## config.mk

```make
export PLATFORM = sky130hd
export DESIGN_NAME = cpp_isqrt
export DESIGN_NICKNAME = d
export VERILOG_FILES = /design/src/rtl/cpp_pkg.sv /design/src/rtl/cpp_isqrt.sv
export SDC_FILE = /design/constraint.sdc
export NUM_CORES = 2
export LEC_CHECK = 0
export ABC_AREA = 1
export BUFFER_PORTS_ARGS = -buffer_cell sky130_fd_sc_hd__buf_2
export CAP_MARGIN = 20
export CORE_MARGIN = 4
export CORE_UTILIZATION = 40
export DETAILED_ROUTE_END_ITERATION = 7
export REMOVE_ABC_BUFFERS = 1
export SYNTH_ARGS = -nofsm -noshare
export SYNTH_HDL_FRONTEND = slang
export SYNTH_SLANG_ARGS = --single-unit
```

## constraint.sdc

```tcl
create_clock -name i_clk -period 2.9 [get_ports i_clk]
set_clock_uncertainty 0.05 [all_clocks]
set_input_delay 0.145 -clock i_clk [delete_from_list [all_inputs] [get_ports i_clk]]
set_output_delay 0.145 -clock i_clk [all_outputs]
set_load 0.005 [all_outputs]
```

## src/rtl/cpp_pkg.sv

```systemverilog
// Shared types and constants for the cylinder particle pushout block.
// Holds the item structs, the push kind and register index codes, and the datapath widths.
`default_nettype none

package cpp_pkg;

    // Fixed-point formats.
    localparam int COORD_WIDTH    = 24;
    localparam int AXIS_FRAC_BITS = 14;
    localparam int AXIS_W         = 16;
    localparam int CFG_W          = 3 * AXIS_W;
    localparam int CFG_IDX_W      = 3;
    localparam int CEN_W          = 24;
    localparam int LEN_W          = 23;

    // Square root: radial components are below 2^MAG_W in magnitude when near.
    localparam int MAG_W  = 24;
    localparam int SQ_W   = 2 * MAG_W + 1;
    localparam int DIST_W = MAG_W + 1;

    // Divider: numerator, denominator and quotient widths.
    localparam int Q_W    = 26;
    localparam int DEN_W  = LEN_W + AXIS_FRAC_BITS;
    localparam int NUM_W  = 65;

    // Register reset values: unit axes X, Y and Z.
    localparam logic [CFG_W-1:0] AXIS_X_RST = CFG_W'(1 << AXIS_FRAC_BITS);
    localparam logic [CFG_W-1:0] AXIS_Y_RST = CFG_W'(1 << AXIS_FRAC_BITS) << AXIS_W;
    localparam logic [CFG_W-1:0] AXIS_Z_RST = CFG_W'(1 << AXIS_FRAC_BITS) << (2 * AXIS_W);

    typedef enum logic [CFG_IDX_W-1:0] {
        CFG_AXIS_X = 3'd0,
        CFG_AXIS_Y = 3'd1,
        CFG_AXIS_Z = 3'd2,
        CFG_CEN_X  = 3'd3,
        CFG_CEN_Y  = 3'd4,
        CFG_CEN_Z  = 3'd5,
        CFG_HEIGHT = 3'd6,
        CFG_RADIUS = 3'd7
    } t_cfg_idx;

    typedef enum logic [1:0] {
        PUSH_NONE   = 2'd0,
        PUSH_CAP    = 2'd1,
        PUSH_RADIAL = 2'd2,
        PUSH_AXIS   = 2'd3
    } t_push_kind;

    typedef struct packed {
        logic signed [COORD_WIDTH-1:0] pos_x;
        logic signed [COORD_WIDTH-1:0] pos_y;
        logic signed [COORD_WIDTH-1:0] pos_z;
        logic                          pinned;
    } t_in_item;

    typedef struct packed {
        logic signed [COORD_WIDTH-1:0] out_x;
        logic signed [COORD_WIDTH-1:0] out_y;
        logic signed [COORD_WIDTH-1:0] out_z;
        t_push_kind                    push_kind;
    } t_out_item;

endpackage

`default_nettype wire

```

## src/rtl/cpp_isqrt.sv

```systemverilog
// Pipelined integer square root, one result bit per stage.
// Depends on cpp_pkg for SQ_W and DIST_W.
`default_nettype none

module cpp_isqrt
    import cpp_pkg::*;
(
    input  wire logic              i_clk,
    input  wire logic              i_en,
    input  wire logic [SQ_W-1:0]   i_value,
    output logic      [DIST_W-1:0] o_root
);

    localparam int TW = 2 * DIST_W + 1;

    logic [SQ_W-1:0]   r_rem  [DIST_W];
    logic [DIST_W-1:0] r_root [DIST_W];

    // Each stage tries the next lower root bit against the running remainder.
    for (genvar gi = 0; gi < DIST_W; gi++) begin : g_stage
        localparam int B = DIST_W - 1 - gi;
        logic [SQ_W-1:0]   w_rem_in;
        logic [DIST_W-1:0] w_root_in;
        logic [TW-1:0]     w_trial;
        logic              w_fit;

        if (gi == 0) begin : g_first
            assign w_rem_in  = i_value;
            assign w_root_in = '0;
        end else begin : g_next
            assign w_rem_in  = r_rem[gi-1];
            assign w_root_in = r_root[gi-1];
        end

        assign w_trial = (TW'(w_root_in) << (B + 1)) | (TW'(1) << (2 * B));
        assign w_fit   = TW'(w_rem_in) >= w_trial;

        always_ff @(posedge i_clk) begin
            if (i_en) begin
                r_rem[gi]  <= w_fit ? (w_rem_in - w_trial[SQ_W-1:0]) : w_rem_in;
                r_root[gi] <= w_fit ? (w_root_in | (DIST_W'(1) << B)) : w_root_in;
            end
        end
    end

    assign o_root = r_root[DIST_W-1];

endmodule

`default_nettype wire

```

==> summary.md <==
| Metric | Value |
|---|---|
| Status | finished clean |
| P_leak | 42.82 nW |
| Num CTS Buffers | between 150 and 200 |
| Max_slew headroom | between 30% and 40% |
| Sw Share | 34.54% |
| Slowest CP cell | edfxtp_1 |
| Final period util | 98.54% |
| Post-Layout Inst Area | between 90000 and 100000 um2 |
| Psw | about 25 mW |
| Int Power | around 47 mW |
| Vias in the first global route | 65590 |
| Setup ws final | approximately 0.042 ns |
| CTS tree | done |
| Crit path DAT | approximately 3.4 ns |
| Ys async rst share | 0% |
| Worst path buffer plus inverter count | 5 |
| Reg-to-reg setup timing slack | 0.04 ns |
| Worst hold stages | 2 |
| CP endpoint kind | flop |
| Layout area overhead | 15.06% |
| DP Worst Slack | -0.1961 ns |
| Num rows | approximately 170 |
| Hold_sp | i_en |
| Part of the power in registers | between 40% and 50% |
| Max VDD drop | approximately 0.66 mV |
| CORE AREA | ~210000 um2 |
| Post-synth EDFFs | ~1500 |
| Post-DP HPWL | 215.5 mm |
| Finished Layout Cells | 13220 |
| Final setup fails | 0 |
| TritonRoute pass-1 iters | 6 |
| Largest delay share family, worst path | simple AND/OR/NAND/NOR gates |
| Placed Cells | roughly 13000 |
| FF-to-FF Start | r_root[4][82] |
| DIE WIDTH | around 470 um |
| Antenna viol nets, final | 0 |
| Minimum clock period | ~2.9 ns |
| Crit path from | r_root[4][82] |
| WL/cell | approximately 20 um |
| CP Class | flop to flop |
| Antenna violations before repair | 3 |
| Clk sinks | about 1500 |
| Clk buf depth | 3 |
| Die Y-Extent | about 470 um |
| Top Ports | 76 |
| Worst-Skew Late Latency | around 0.85 ns |
| Via density | between 4 and 5 |
| Slowest stage delay, CP | approximately 0.4 ns |
| Count of cell types in the netlist | 51 |
| Max_cap viols | 0 |
| Critical-path cell list | inv_1, ha_1, nand2_1, nor2_4, nand3_1, nor3_1, buf_4, nand3_1, buf_4, nand2_4, nor2_8, buf_12, buf_4, nand2_1, o21ai_1 |
| Tightest Hold Check Type | input port to flop |
| Synth Cell Area | roughly 84000 um2 |
| Nets | 10680 |
| Reg2reg end | r_rem[20][11] |
| Port Buffers | 75 |
| Ys flop type | edfxtp_1 |
| WHS Endpoint | r_rem[8][45] |
| Critical path required time | 3.39 ns |
| Fmax achieved | approximately 350 MHz |
| Hold Violations, Final | 0 |
| Worst reg2reg path depth | 15 |
| H-tree Lvls | 4 |
| Global route overflow | 0 |
| Flops & latches, synth | around 1500 |
| Max-slew violation count | 0 |
| Syn avg cell area | 8.676 um2 |
| Yosys Warn Count | 0 |
| Critical Path Most Common Cell | buf_4 |
| First-pass GRT wire length | roughly 400 mm |
| DRT iter0 DRCs | between 5000 and 6000 |
| Layout cells sized above 1 | about 8.2% |
| Gate power share | between 20% and 30% |
| CTS root buf | clkbuf_16 |
| Worst slew pin tran | a little over 0.9 ns |
| Clock share of power | 30.6% |
| GRT Overall Usage | between 20% and 30% |
| Pwr/cell area | between 700 and 800 nW/um2 |
| Sequential element share of the synthesized area | between 50% and 60% |
| Initial core utilization | 40.24% |
| CP max FO | 13 |
| Area of placed instances | roughly 90000 um2 |
| Total Wirelength | ~270 mm |
| Clock-pin transition on the worst setup and hold timing paths | 0.06 ns |
| Die Area | about 220000 um2 |
| Vias | ~66000 |
| Cells after Synth | about 9700 |
| Final setup TNS | 0 ns |
| DRC viols | 0 |
| Startpoint Class | flop |
| Final core utilization | between 40% and 50% |
| Largest net degree at the start of global routing | 98 |
| Gpl congestion | between 0.9 and 1 |
[registers in the layout (all words and copies together), names as in the netlist]
| name | cells |
|---|---|
| r_rem | 1176 |
| r_root | 325 |
[placed cells by master, fill, tap and decap left out, types with 56 or more instances in the layout]
cell type and count:
o21ai_0 179, o21ai_1 72, nand2_1 3055, nor3_1 116, nand3b_1 56, edfxtp_1 1501
xor2_1 157, buf_4 253, xnor2_1 146, ha_1 344, nand4_1 187, nor2_1 1066
a21oi_1 308, a21oi_2 68, inv_1 1540, dlygate4sd3_1 99, clkbuf_16 169, nor4_1 69
buf_2 74, nand3_1 516
[through the flow]
stage               total power [mW]  hold WS (ns)
floorplan                      41.92        0.1939
global placement               49.85        0.2715
detailed placement             49.87        0.2731
CTS                            72.12        0.2243
global route                   75.73        0.2461
finish                         71.63        0.2829
[cell families (layout without fill, tap and decap cells)]
family	count (synthesis)	after routing	synth area share [%]
AOI/OAI and AO/OA	724	724	4.901
xor gates and xnor gates	304	304	3.154
adders and majority gates	346	346	5.128
buffers and inverters	1650	2332	7.759
DFF	1501	1501	53.39
other	1	5	0.004442
and+or+nand+nor	5204	5205	25.66
[worst max path at each step]
| stage | end | cells past startpoint |
|---|---|---|
| final | r_rem[20][11] | 15 |
| after global routing | r_rem[20][11] | 15 |
| after CTS | r_rem[22][25] | 13 |
| after detailed placement | r_rem[11][35] | 12 |
| after global placement | r_rem[11][35] | 12 |
| after floorplan | r_rem[13][39] | 11 |
[power groups by stage]
stage / sequential (mW) / clock (mW) / combinational [mW]
finish: 30.4 / 21.9 / 19.3
global route: 30.6 / 23.4 / 21.7
CTS: 30.5 / 22.4 / 19.2
detailed placement: 30.9 / 0 / 19.0
global placement: 30.9 / 0 / 19.0
floorplan: 29.2 / 0 / 12.7
[cells in the mapped netlist (all sizes together) (6+ instances only)]
library cell | count | area, um2
inv | 1570 | 5903
or2 | 17 | 106.4
nor3 | 122 | 640.6
o21ai | 288 | 1535
nor3b | 8 | 60.06
clkbuf | 7 | 27.52
ha | 346 | 4329
o21a | 8 | 60.06
o211ai | 9 | 67.56
nand3 | 522 | 2665
nand4 | 187 | 1170
a21oi | 376 | 2130
nand2 | 3093 | 11750
xnor2 | 146 | 1279
a21o | 15 | 112.6
and3 | 6 | 37.54
o21bai | 13 | 97.59
buf | 73 | 619.3
nor4 | 69 | 431.7
edfxtp | 1501 | 45070
nor2 | 1108 | 4278
and2 | 13 | 81.33
nand3b | 56 | 420.4
a21boi | 10 | 75.07
xor2 | 158 | 1384
[cell type report]
type                       count  area (um2)
fill                       20470      112600
sequential                  1501       45070
multi-input combinational   6580       32930
inverter                    1570        5908
clock buffer                 191        4290
timing repair buffer         461        3966
tap                         2805        3510
clock inverter               110        1451
antenna                        4       10.01
[routing by layer]
| metal | up-vias | part of all wire (%) | track usage [%] |
|---|---|---|---|
| li1 | 32830 | - | - |
| met1 | 31210 | 40 | 28.19 |
| met2 | 1612 | 53 | 45.51 |
| met3 | 418 | 3.6 | 2.491 |
| met4 | 2 | 4.0 | 8.937 |
| met5 | - | 0.0071 | 0 |
[timing repair]
item	CTS	global route
cloned	0	2
buffers inserted	1	16
hold buffers	99	0
endpoints found under the setup margin	19	131
hold endpoints to repair	419	0
pin swaps	0	4
resized for setup	13	33
(Power assumes the default switching activity.)
