==> src/rtl/cpp_pkg.sv <==
// Shared types and constants for the cylinder particle pushout block.
// Holds the item structs, the push kind and register index codes, and the datapath widths.
`default_nettype none

package cpp_pkg;

    // Fixed-point formats.
    localparam int COORD_WIDTH    = 24;
    localparam int AXIS_FRAC_BITS = 14;
    localparam int AXIS_W         = 16;
    localparam int CFG_W          = 3 * AXIS_W;
    localparam int CFG_IDX_W      = 3;
    localparam int CEN_W          = 24;
    localparam int LEN_W          = 23;

    // Square root: radial components are below 2^MAG_W in magnitude when near.
    localparam int MAG_W  = 24;
    localparam int SQ_W   = 2 * MAG_W + 1;
    localparam int DIST_W = MAG_W + 1;

    // Divider: numerator, denominator and quotient widths.
    localparam int Q_W    = 26;
    localparam int DEN_W  = LEN_W + AXIS_FRAC_BITS;
    localparam int NUM_W  = 65;

    // Register reset values: unit axes X, Y and Z.
    localparam logic [CFG_W-1:0] AXIS_X_RST = CFG_W'(1 << AXIS_FRAC_BITS);
    localparam logic [CFG_W-1:0] AXIS_Y_RST = CFG_W'(1 << AXIS_FRAC_BITS) << AXIS_W;
    localparam logic [CFG_W-1:0] AXIS_Z_RST = CFG_W'(1 << AXIS_FRAC_BITS) << (2 * AXIS_W);

    typedef enum logic [CFG_IDX_W-1:0] {
        CFG_AXIS_X = 3'd0,
        CFG_AXIS_Y = 3'd1,
        CFG_AXIS_Z = 3'd2,
        CFG_CEN_X  = 3'd3,
        CFG_CEN_Y  = 3'd4,
        CFG_CEN_Z  = 3'd5,
        CFG_HEIGHT = 3'd6,
        CFG_RADIUS = 3'd7
    } t_cfg_idx;

    typedef enum logic [1:0] {
        PUSH_NONE   = 2'd0,
        PUSH_CAP    = 2'd1,
        PUSH_RADIAL = 2'd2,
        PUSH_AXIS   = 2'd3
    } t_push_kind;

    typedef struct packed {
        logic signed [COORD_WIDTH-1:0] pos_x;
        logic signed [COORD_WIDTH-1:0] pos_y;
        logic signed [COORD_WIDTH-1:0] pos_z;
        logic                          pinned;
    } t_in_item;

    typedef struct packed {
        logic signed [COORD_WIDTH-1:0] out_x;
        logic signed [COORD_WIDTH-1:0] out_y;
        logic signed [COORD_WIDTH-1:0] out_z;
        t_push_kind                    push_kind;
    } t_out_item;

endpackage

`default_nettype wire

==> src/rtl/cpp_div.sv <==
// Pipelined restoring divider, one quotient bit per stage.
// Depends on cpp_pkg for NUM_W, DEN_W and Q_W; the quotient must fit in Q_W bits.
`default_nettype none

module cpp_div
    import cpp_pkg::*;
(
    input  wire logic             i_clk,
    input  wire logic             i_en,
    input  wire logic [NUM_W-1:0] i_num,
    input  wire logic [DEN_W-1:0] i_den,
    output logic      [Q_W-1:0]   o_quo
);

    logic [DEN_W-1:0] r_rem [Q_W];
    logic [Q_W-1:0]   r_low [Q_W];
    logic [Q_W-1:0]   r_quo [Q_W];
    logic [DEN_W-1:0] r_den [Q_W];

    // Shift in one numerator bit per stage, subtract the divisor when it fits.
    for (genvar gi = 0; gi < Q_W; gi++) begin : g_stage
        logic [DEN_W-1:0] w_rem_in;
        logic [Q_W-1:0]   w_low_in;
        logic [Q_W-1:0]   w_quo_in;
        logic [DEN_W-1:0] w_den_in;
        logic [DEN_W:0]   w_trial;
        logic             w_fit;

        if (gi == 0) begin : g_first
            assign w_rem_in = i_num[Q_W+DEN_W-1:Q_W];
            assign w_low_in = i_num[Q_W-1:0];
            assign w_quo_in = '0;
            assign w_den_in = i_den;
        end else begin : g_next
            assign w_rem_in = r_rem[gi-1];
            assign w_low_in = r_low[gi-1];
            assign w_quo_in = r_quo[gi-1];
            assign w_den_in = r_den[gi-1];
        end

        assign w_trial = {w_rem_in, w_low_in[Q_W-1]};
        assign w_fit   = w_trial >= {1'b0, w_den_in};

        always_ff @(posedge i_clk) begin
            if (i_en) begin
                r_rem[gi] <= w_fit ? DEN_W'(w_trial - {1'b0, w_den_in}) : w_trial[DEN_W-1:0];
                r_low[gi] <= w_low_in << 1;
                r_quo[gi] <= {w_quo_in[Q_W-2:0], w_fit};
                r_den[gi] <= w_den_in;
            end
        end
    end

    assign o_quo = r_quo[Q_W-1];

endmodule

`default_nettype wire
==> config.mk <==
export PLATFORM = sky130hd
export DESIGN_NAME = cpp_div
export DESIGN_NICKNAME = d
export VERILOG_FILES = /design/src/rtl/cpp_pkg.sv /design/src/rtl/cpp_div.sv
export SDC_FILE = /design/constraint.sdc
export NUM_CORES = 2
export LEC_CHECK = 0
export BUFFER_PORTS_ARGS = -buffer_cell sky130_fd_sc_hd__buf_2
export CORE_MARGIN = 2
export CORE_UTILIZATION = 60
export DETAILED_ROUTE_END_ITERATION = 10
export GPL_TIMING_DRIVEN = 0
export PLACE_DENSITY = 0.73
export SYNTH_ARGS = -nofsm -noshare
export SYNTH_HDL_FRONTEND = slang
export SYNTH_SLANG_ARGS = --single-unit
export TNS_END_PERCENT = 10
==> constraint.sdc <==
create_clock -name i_clk -period 9.4 [get_ports i_clk]
set_input_delay 0.94 -clock i_clk [delete_from_list [all_inputs] [get_ports i_clk]]
set_output_delay 0.94 -clock i_clk [all_outputs]
set_load 0.01 [all_outputs]
==> flow_summary.html <==
<table>
<tr><th>Metric</th><th>Value</th></tr>
<tr><th colspan="2">Run status</th></tr>
<tr><td>Run status</td><td>finished clean</td></tr>
<tr><th colspan="2">Place</th></tr>
<tr><td>Routability cong.</td><td>0.952</td></tr>
<tr><td>Worst slack after detailed placement</td><td>3.52 ns</td></tr>
<tr><td>Quantity of I/O buffers inserted on ports</td><td>127</td></tr>
<tr><td>Final HPWL from detailed placement</td><td>256000 um</td></tr>
<tr><th colspan="2">Floorplanning</th></tr>
<tr><td>Die Y</td><td>482 um</td></tr>
<tr><td>DIE AREA</td><td>0.232 mm2</td></tr>
<tr><td>Core area</td><td>0.227 mm2</td></tr>
<tr><td>Number of top-level pins</td><td>130</td></tr>
<tr><td>Die extent in x</td><td>482 um</td></tr>
<tr><td>Effective utilization at floorplan</td><td>0.603</td></tr>
<tr><td>Number of cell rows</td><td>175</td></tr>
<tr><th colspan="2">Timing</th></tr>
<tr><td>Final Slew Violations</td><td>0</td></tr>
<tr><td>Maximum clock frequency</td><td>177 MHz</td></tr>
<tr><td>Setup repair after global routing missed its margin</td><td>false</td></tr>
<tr><td>Final worst slack</td><td>3.74 ns</td></tr>
<tr><td>Fin Setup TNS</td><td>0 ns</td></tr>
<tr><td>Minimum hold slack</td><td>0.142 ns</td></tr>
<tr><td>Final setup violation count</td><td>0</td></tr>
<tr><td>Hold violation count in the final report</td><td>0</td></tr>
<tr><td>Worst slew margin relative to its limit</td><td>0.205</td></tr>
<tr><td>Transition at the pin with the smallest max-transition slack</td><td>1.19 ns</td></tr>
<tr><td>Worst Clk Skew</td><td>0.0864 ns</td></tr>
<tr><td>Final clock period utilization by the worst path</td><td>0.602</td></tr>
<tr><td>Min Clock Period, post-route</td><td>5.66 ns</td></tr>
<tr><th colspan="2">Finish</th></tr>
<tr><td>Share of layout cells above drive strength 1</td><td>0.0789</td></tr>
<tr><td>Count of fill cells added during filler insertion</td><td>16900</td></tr>
<tr><td>Relative area change from synthesis to final layout</td><td>10.1%</td></tr>
<tr><td>Final nets</td><td>13400</td></tr>
<tr><th colspan="2">Synthesis</th></tr>
<tr><td>Count of different cell masters after synthesis</td><td>96</td></tr>
<tr><td>Synth Net Count</td><td>13000</td></tr>
<tr><td>Leading cell types by total area after synthesis</td><td>sky130_fd_sc_hd__edfxtp_1 55%, sky130_fd_sc_hd__ha_1 8.8%, sky130_fd_sc_hd__a21oi_1 3.9%, sky130_fd_sc_hd__inv_1 3.3%, sky130_fd_sc_hd__xnor2_1 3.1%</td></tr>
<tr><td>FF+latch count, synth</td><td>2526</td></tr>
<tr><td>Share of Yosys cell area claimed by the top area cell type</td><td>0.554</td></tr>
<tr><td>Area of the mapped netlist</td><td>0.137 mm2</td></tr>
<tr><td>Number of warnings issued by yosys</td><td>0</td></tr>
<tr><td>Post-synth EDFFs</td><td>2526</td></tr>
<tr><td>Largest area contributor in the netlist</td><td>sky130_fd_sc_hd__edfxtp_1</td></tr>
<tr><td>Most common flop cell mapped by yosys</td><td>sky130_fd_sc_hd__edfxtp_1</td></tr>
<tr><td>Avg Inst Size Synth</td><td>11.5 um2</td></tr>
<tr><td>Register area share after synthesis</td><td>0.554</td></tr>
<tr><td>Most instantiated cells after synthesis</td><td>2526 x sky130_fd_sc_hd__edfxtp_1, 1202 x sky130_fd_sc_hd__inv_1, 1056 x sky130_fd_sc_hd__a21oi_1, 962 x sky130_fd_sc_hd__ha_1, 821 x sky130_fd_sc_hd__nand2_1</td></tr>
<tr><td>Cells after synthesis</td><td>11900</td></tr>
<tr><td>Share of synthesized flip-flops with an asynchronous set or reset</td><td>0</td></tr>
<tr><td>Most used standard cell by instance count after synthesis</td><td>sky130_fd_sc_hd__edfxtp_1</td></tr>
<tr><th colspan="2">Global route</th></tr>
<tr><td>Antenna violations before repair</td><td>5</td></tr>
<tr><td>GRT Residual Overflow</td><td>0</td></tr>
<tr><td>Maximum number of pins on one net before global-route repair</td><td>192</td></tr>
<tr><td>GRT Util Overall</td><td>0.289</td></tr>
<tr><td>Via count of the first global-routing pass</td><td>90100</td></tr>
<tr><td>Global-route wire length before repair</td><td>521000 um</td></tr>
<tr><th colspan="2">Drt</th></tr>
<tr><td>Detailed-route DRC error count</td><td>0</td></tr>
<tr><td>First-pass iteration count of the detailed router</td><td>6</td></tr>
<tr><td>Routed length per instance</td><td>21.9 um</td></tr>
<tr><td>Via Count</td><td>94500</td></tr>
<tr><td>DRC marker count from the first detailed-route iteration</td><td>9852</td></tr>
<tr><td>DRT Wirelength</td><td>341000 um</td></tr>
<tr><td>Per-cell via count in the routed design</td><td>6.07</td></tr>
<tr><td>Antenna Nets Post-Route</td><td>0</td></tr>
<tr><th colspan="2">Worst setup path</th></tr>
<tr><td>Largest incremental delay on the critical path</td><td>0.69 ns</td></tr>
<tr><td>Critical path arrival</td><td>6.27 ns</td></tr>
<tr><td>Cell with the largest stage delay on the worst path</td><td>sky130_fd_sc_hd__o41ai_1</td></tr>
<tr><td>Worst Setup End Kind</td><td>register</td></tr>
<tr><td>Category of the critical setup timing path</td><td>register to register</td></tr>
<tr><td>Data required time of the critical path</td><td>10.02 ns</td></tr>
<tr><td>Cells traversed along the worst timing path</td><td>inv_1, ha_1, inv_1, fa_1, a21o_1, a21o_1, a211oi_1, o21ai_0, nand3_1, a41oi_1, o41ai_1, a21oi_1, o32ai_1, buf_2, clkbuf_1, o21ai_0</td></tr>
<tr><td>Largest fanout on the critical path</td><td>10</td></tr>
<tr><td>Nature of the critical path startpoint</td><td>register</td></tr>
<tr><td>Number of cells traversed by the worst register-to-register path</td><td>16</td></tr>
<tr><th colspan="2">Power and ir drop</th></tr>
<tr><td>Power per standard cell area</td><td>358 mW/mm2</td></tr>
<tr><td>Max IR drop VDD</td><td>213 uV</td></tr>
<tr><td>Leakage component of the power</td><td>61.4 nW</td></tr>
<tr><td>Overall Power</td><td>53.9 mW</td></tr>
<tr><th colspan="2">CTS</th></tr>
<tr><td>Number of buffers between clock root and the deepest sink</td><td>4</td></tr>
<tr><td>Number of gates resized after CTS</td><td>0</td></tr>
<tr><td>Master cell of the clock root buffer</td><td>sky130_fd_sc_hd__clkbuf_16</td></tr>
<tr><td>Level count of the clock H-tree</td><td>5</td></tr>
<tr><td>Postcts setup bufs</td><td>0</td></tr>
<tr><td>Clock tree from TritonCTS</td><td>yes</td></tr>
<tr><td>Clock input transition at the sequential cells of the worst setup and hold paths</td><td>0.06 ns</td></tr>
<tr><td>Post-cts hold buffer count</td><td>0</td></tr>
<tr><td>Number of buffers created by CTS</td><td>285</td></tr>
<tr><td>TritonCTS Sinks</td><td>2526</td></tr>
<tr><td>Insertion delay of the later-clocked pin in the worst-skew pair</td><td>0.97 ns</td></tr>
<tr><th colspan="2">Job</th></tr>
<tr><td>Total of max-cap violations</td><td>0</td></tr>
<tr><th colspan="2">Hold path</th></tr>
<tr><td>Number of cells on the worst hold path</td><td>1</td></tr>
<tr><td>Worst hold path type</td><td>input pin to register</td></tr>
</table>
-- per-layer routing --
| metal | share of wire | routed length [um] | up-vias | track usage |
|---|---|---|---|---|
| li1 | - | - | 44500 | - |
| met1 | 0.46 | 156000 | 46000 | 0.428 |
| met2 | 0.45 | 152000 | 3438 | 0.443 |
| met3 | 0.074 | 25200 | 554 | 0.0496 |
| met4 | 0.024 | 8070 | 2 | 0.0748 |
| met5 | 0.000038 | 13 | - | 0 |
-- final cells by class --
cell class,count,area [um2],area share
flip-flops and latches,2526,75900,0.503
multi-input cells,7865,55100,0.366
clock buffers,330,7360,0.0489
inverters,1205,4530,0.0301
well taps,3009,3760,0.0250
clock inverters,156,1560,0.0104
plain buffers,311,1370,0.00908
repair buffers,143,1070,0.00709
diodes,5,12.5,0.0000830
-- stage by stage --
step	std cells	cell area, um2	utilization
2_1_floorplan	11900	137000	-
3_3_place_gp	15000	141000	0.622
3_5_place_dp	15100	142000	0.624
4_1_cts	15500	151000	0.664
5_1_grt	15500	151000	0.664
6_report	15600	151000	0.664
-- registers in the layout, summed over array words and instances (netlist names) --
name	count
r_rem	925
r_low	325
r_den	925
r_quo	351
-- power breakdown --
| group | total [mW] | leakage (nW) | internal, mW | switching (mW) |
|---|---|---|---|---|
| logic | 24.7 | 32.4 | 10.0 | 14.7 |
| clock network | 10.8 | 4.35 | 6.37 | 4.46 |
| registers | 18.4 | 24.7 | 16.5 | 1.84 |
| total | 53.9 | 61.4 | 32.9 | 21.0 |
-- worst paths after layout --
path	from	endpoint	slack, ns
setup / recovery	r_low[2][49]	r_rem[18][29]	3.74
hold / removal	i_num[15]	r_low[0][15]	0.14
setup reg to reg	r_low[2][49]	r_rem[18][29]	3.74
hold reg to reg	r_low[0][29]	r_low[0][55]	0.39
-- kinds of logic (layout without fill, tap and decap cells) --
group | count (synthesis) | in the layout | share of synthesized area
other cells | 0 | 5 | 0
mux | 306 | 306 | 0.0250
fa+ha+maj | 987 | 987 | 0.0916
buf+inv | 1516 | 2145 | 0.0431
compound gates | 3271 | 3271 | 0.149
flops | 2526 | 2526 | 0.554
xor+xnor | 812 | 812 | 0.0520
simple gates | 2489 | 2489 | 0.0853
-- worst max-delay path: cells and delay by family (launching register included) --
family / cells / cell delay, ns
flops: 1 / 0.55
buf+inv: 4 / 1.17
simple gates: 1 / 0.27
compound gates: 9 / 2.79
fa+ha+maj: 2 / 0.57
-- cells in the final DEF, fill, tap and decap left out, types with 28 or more instances in the layout --
cell / netlist / layout
sky130_fd_sc_hd__edfxtp_1: 2526 / 2526
sky130_fd_sc_hd__inv_1: 1202 / 1202
sky130_fd_sc_hd__a21oi_1: 1056 / 1056
sky130_fd_sc_hd__ha_1: 962 / 962
sky130_fd_sc_hd__nand2_1: 821 / 821
sky130_fd_sc_hd__o21ai_0: 738 / 738
sky130_fd_sc_hd__nor2_1: 660 / 660
sky130_fd_sc_hd__a21o_1: 542 / 542
sky130_fd_sc_hd__xnor2_1: 485 / 485
sky130_fd_sc_hd__xor2_1: 327 / 327
sky130_fd_sc_hd__clkbuf_16: 0 / 288
sky130_fd_sc_hd__mux2_2: 284 / 284
sky130_fd_sc_hd__clkbuf_1: 212 / 254
sky130_fd_sc_hd__nand3_1: 195 / 195
sky130_fd_sc_hd__buf_2: 59 / 186
sky130_fd_sc_hd__o21bai_1: 156 / 156
sky130_fd_sc_hd__nor2b_1: 140 / 140
sky130_fd_sc_hd__nand4_1: 137 / 137
sky130_fd_sc_hd__nand2b_1: 122 / 122
sky130_fd_sc_hd__nor3_1: 114 / 114
sky130_fd_sc_hd__a31oi_1: 112 / 112
sky130_fd_sc_hd__o21a_1: 110 / 110
sky130_fd_sc_hd__a211oi_1: 79 / 79
sky130_fd_sc_hd__and3_1: 78 / 78
sky130_fd_sc_hd__o211ai_1: 53 / 53
sky130_fd_sc_hd__clkinv_2: 0 / 50
sky130_fd_sc_hd__o31ai_1: 48 / 48
sky130_fd_sc_hd__clkinv_1: 0 / 48
sky130_fd_sc_hd__o21ai_1: 44 / 44
sky130_fd_sc_hd__and2_1: 36 / 36
sky130_fd_sc_hd__a21boi_0: 32 / 32
sky130_fd_sc_hd__or3_1: 28 / 28
sky130_fd_sc_hd__or2_2: 28 / 28
sky130_fd_sc_hd__and4_1: 28 / 28
sky130_fd_sc_hd__bufinv_16: 0 / 28
(Power assumes the default switching activity.)
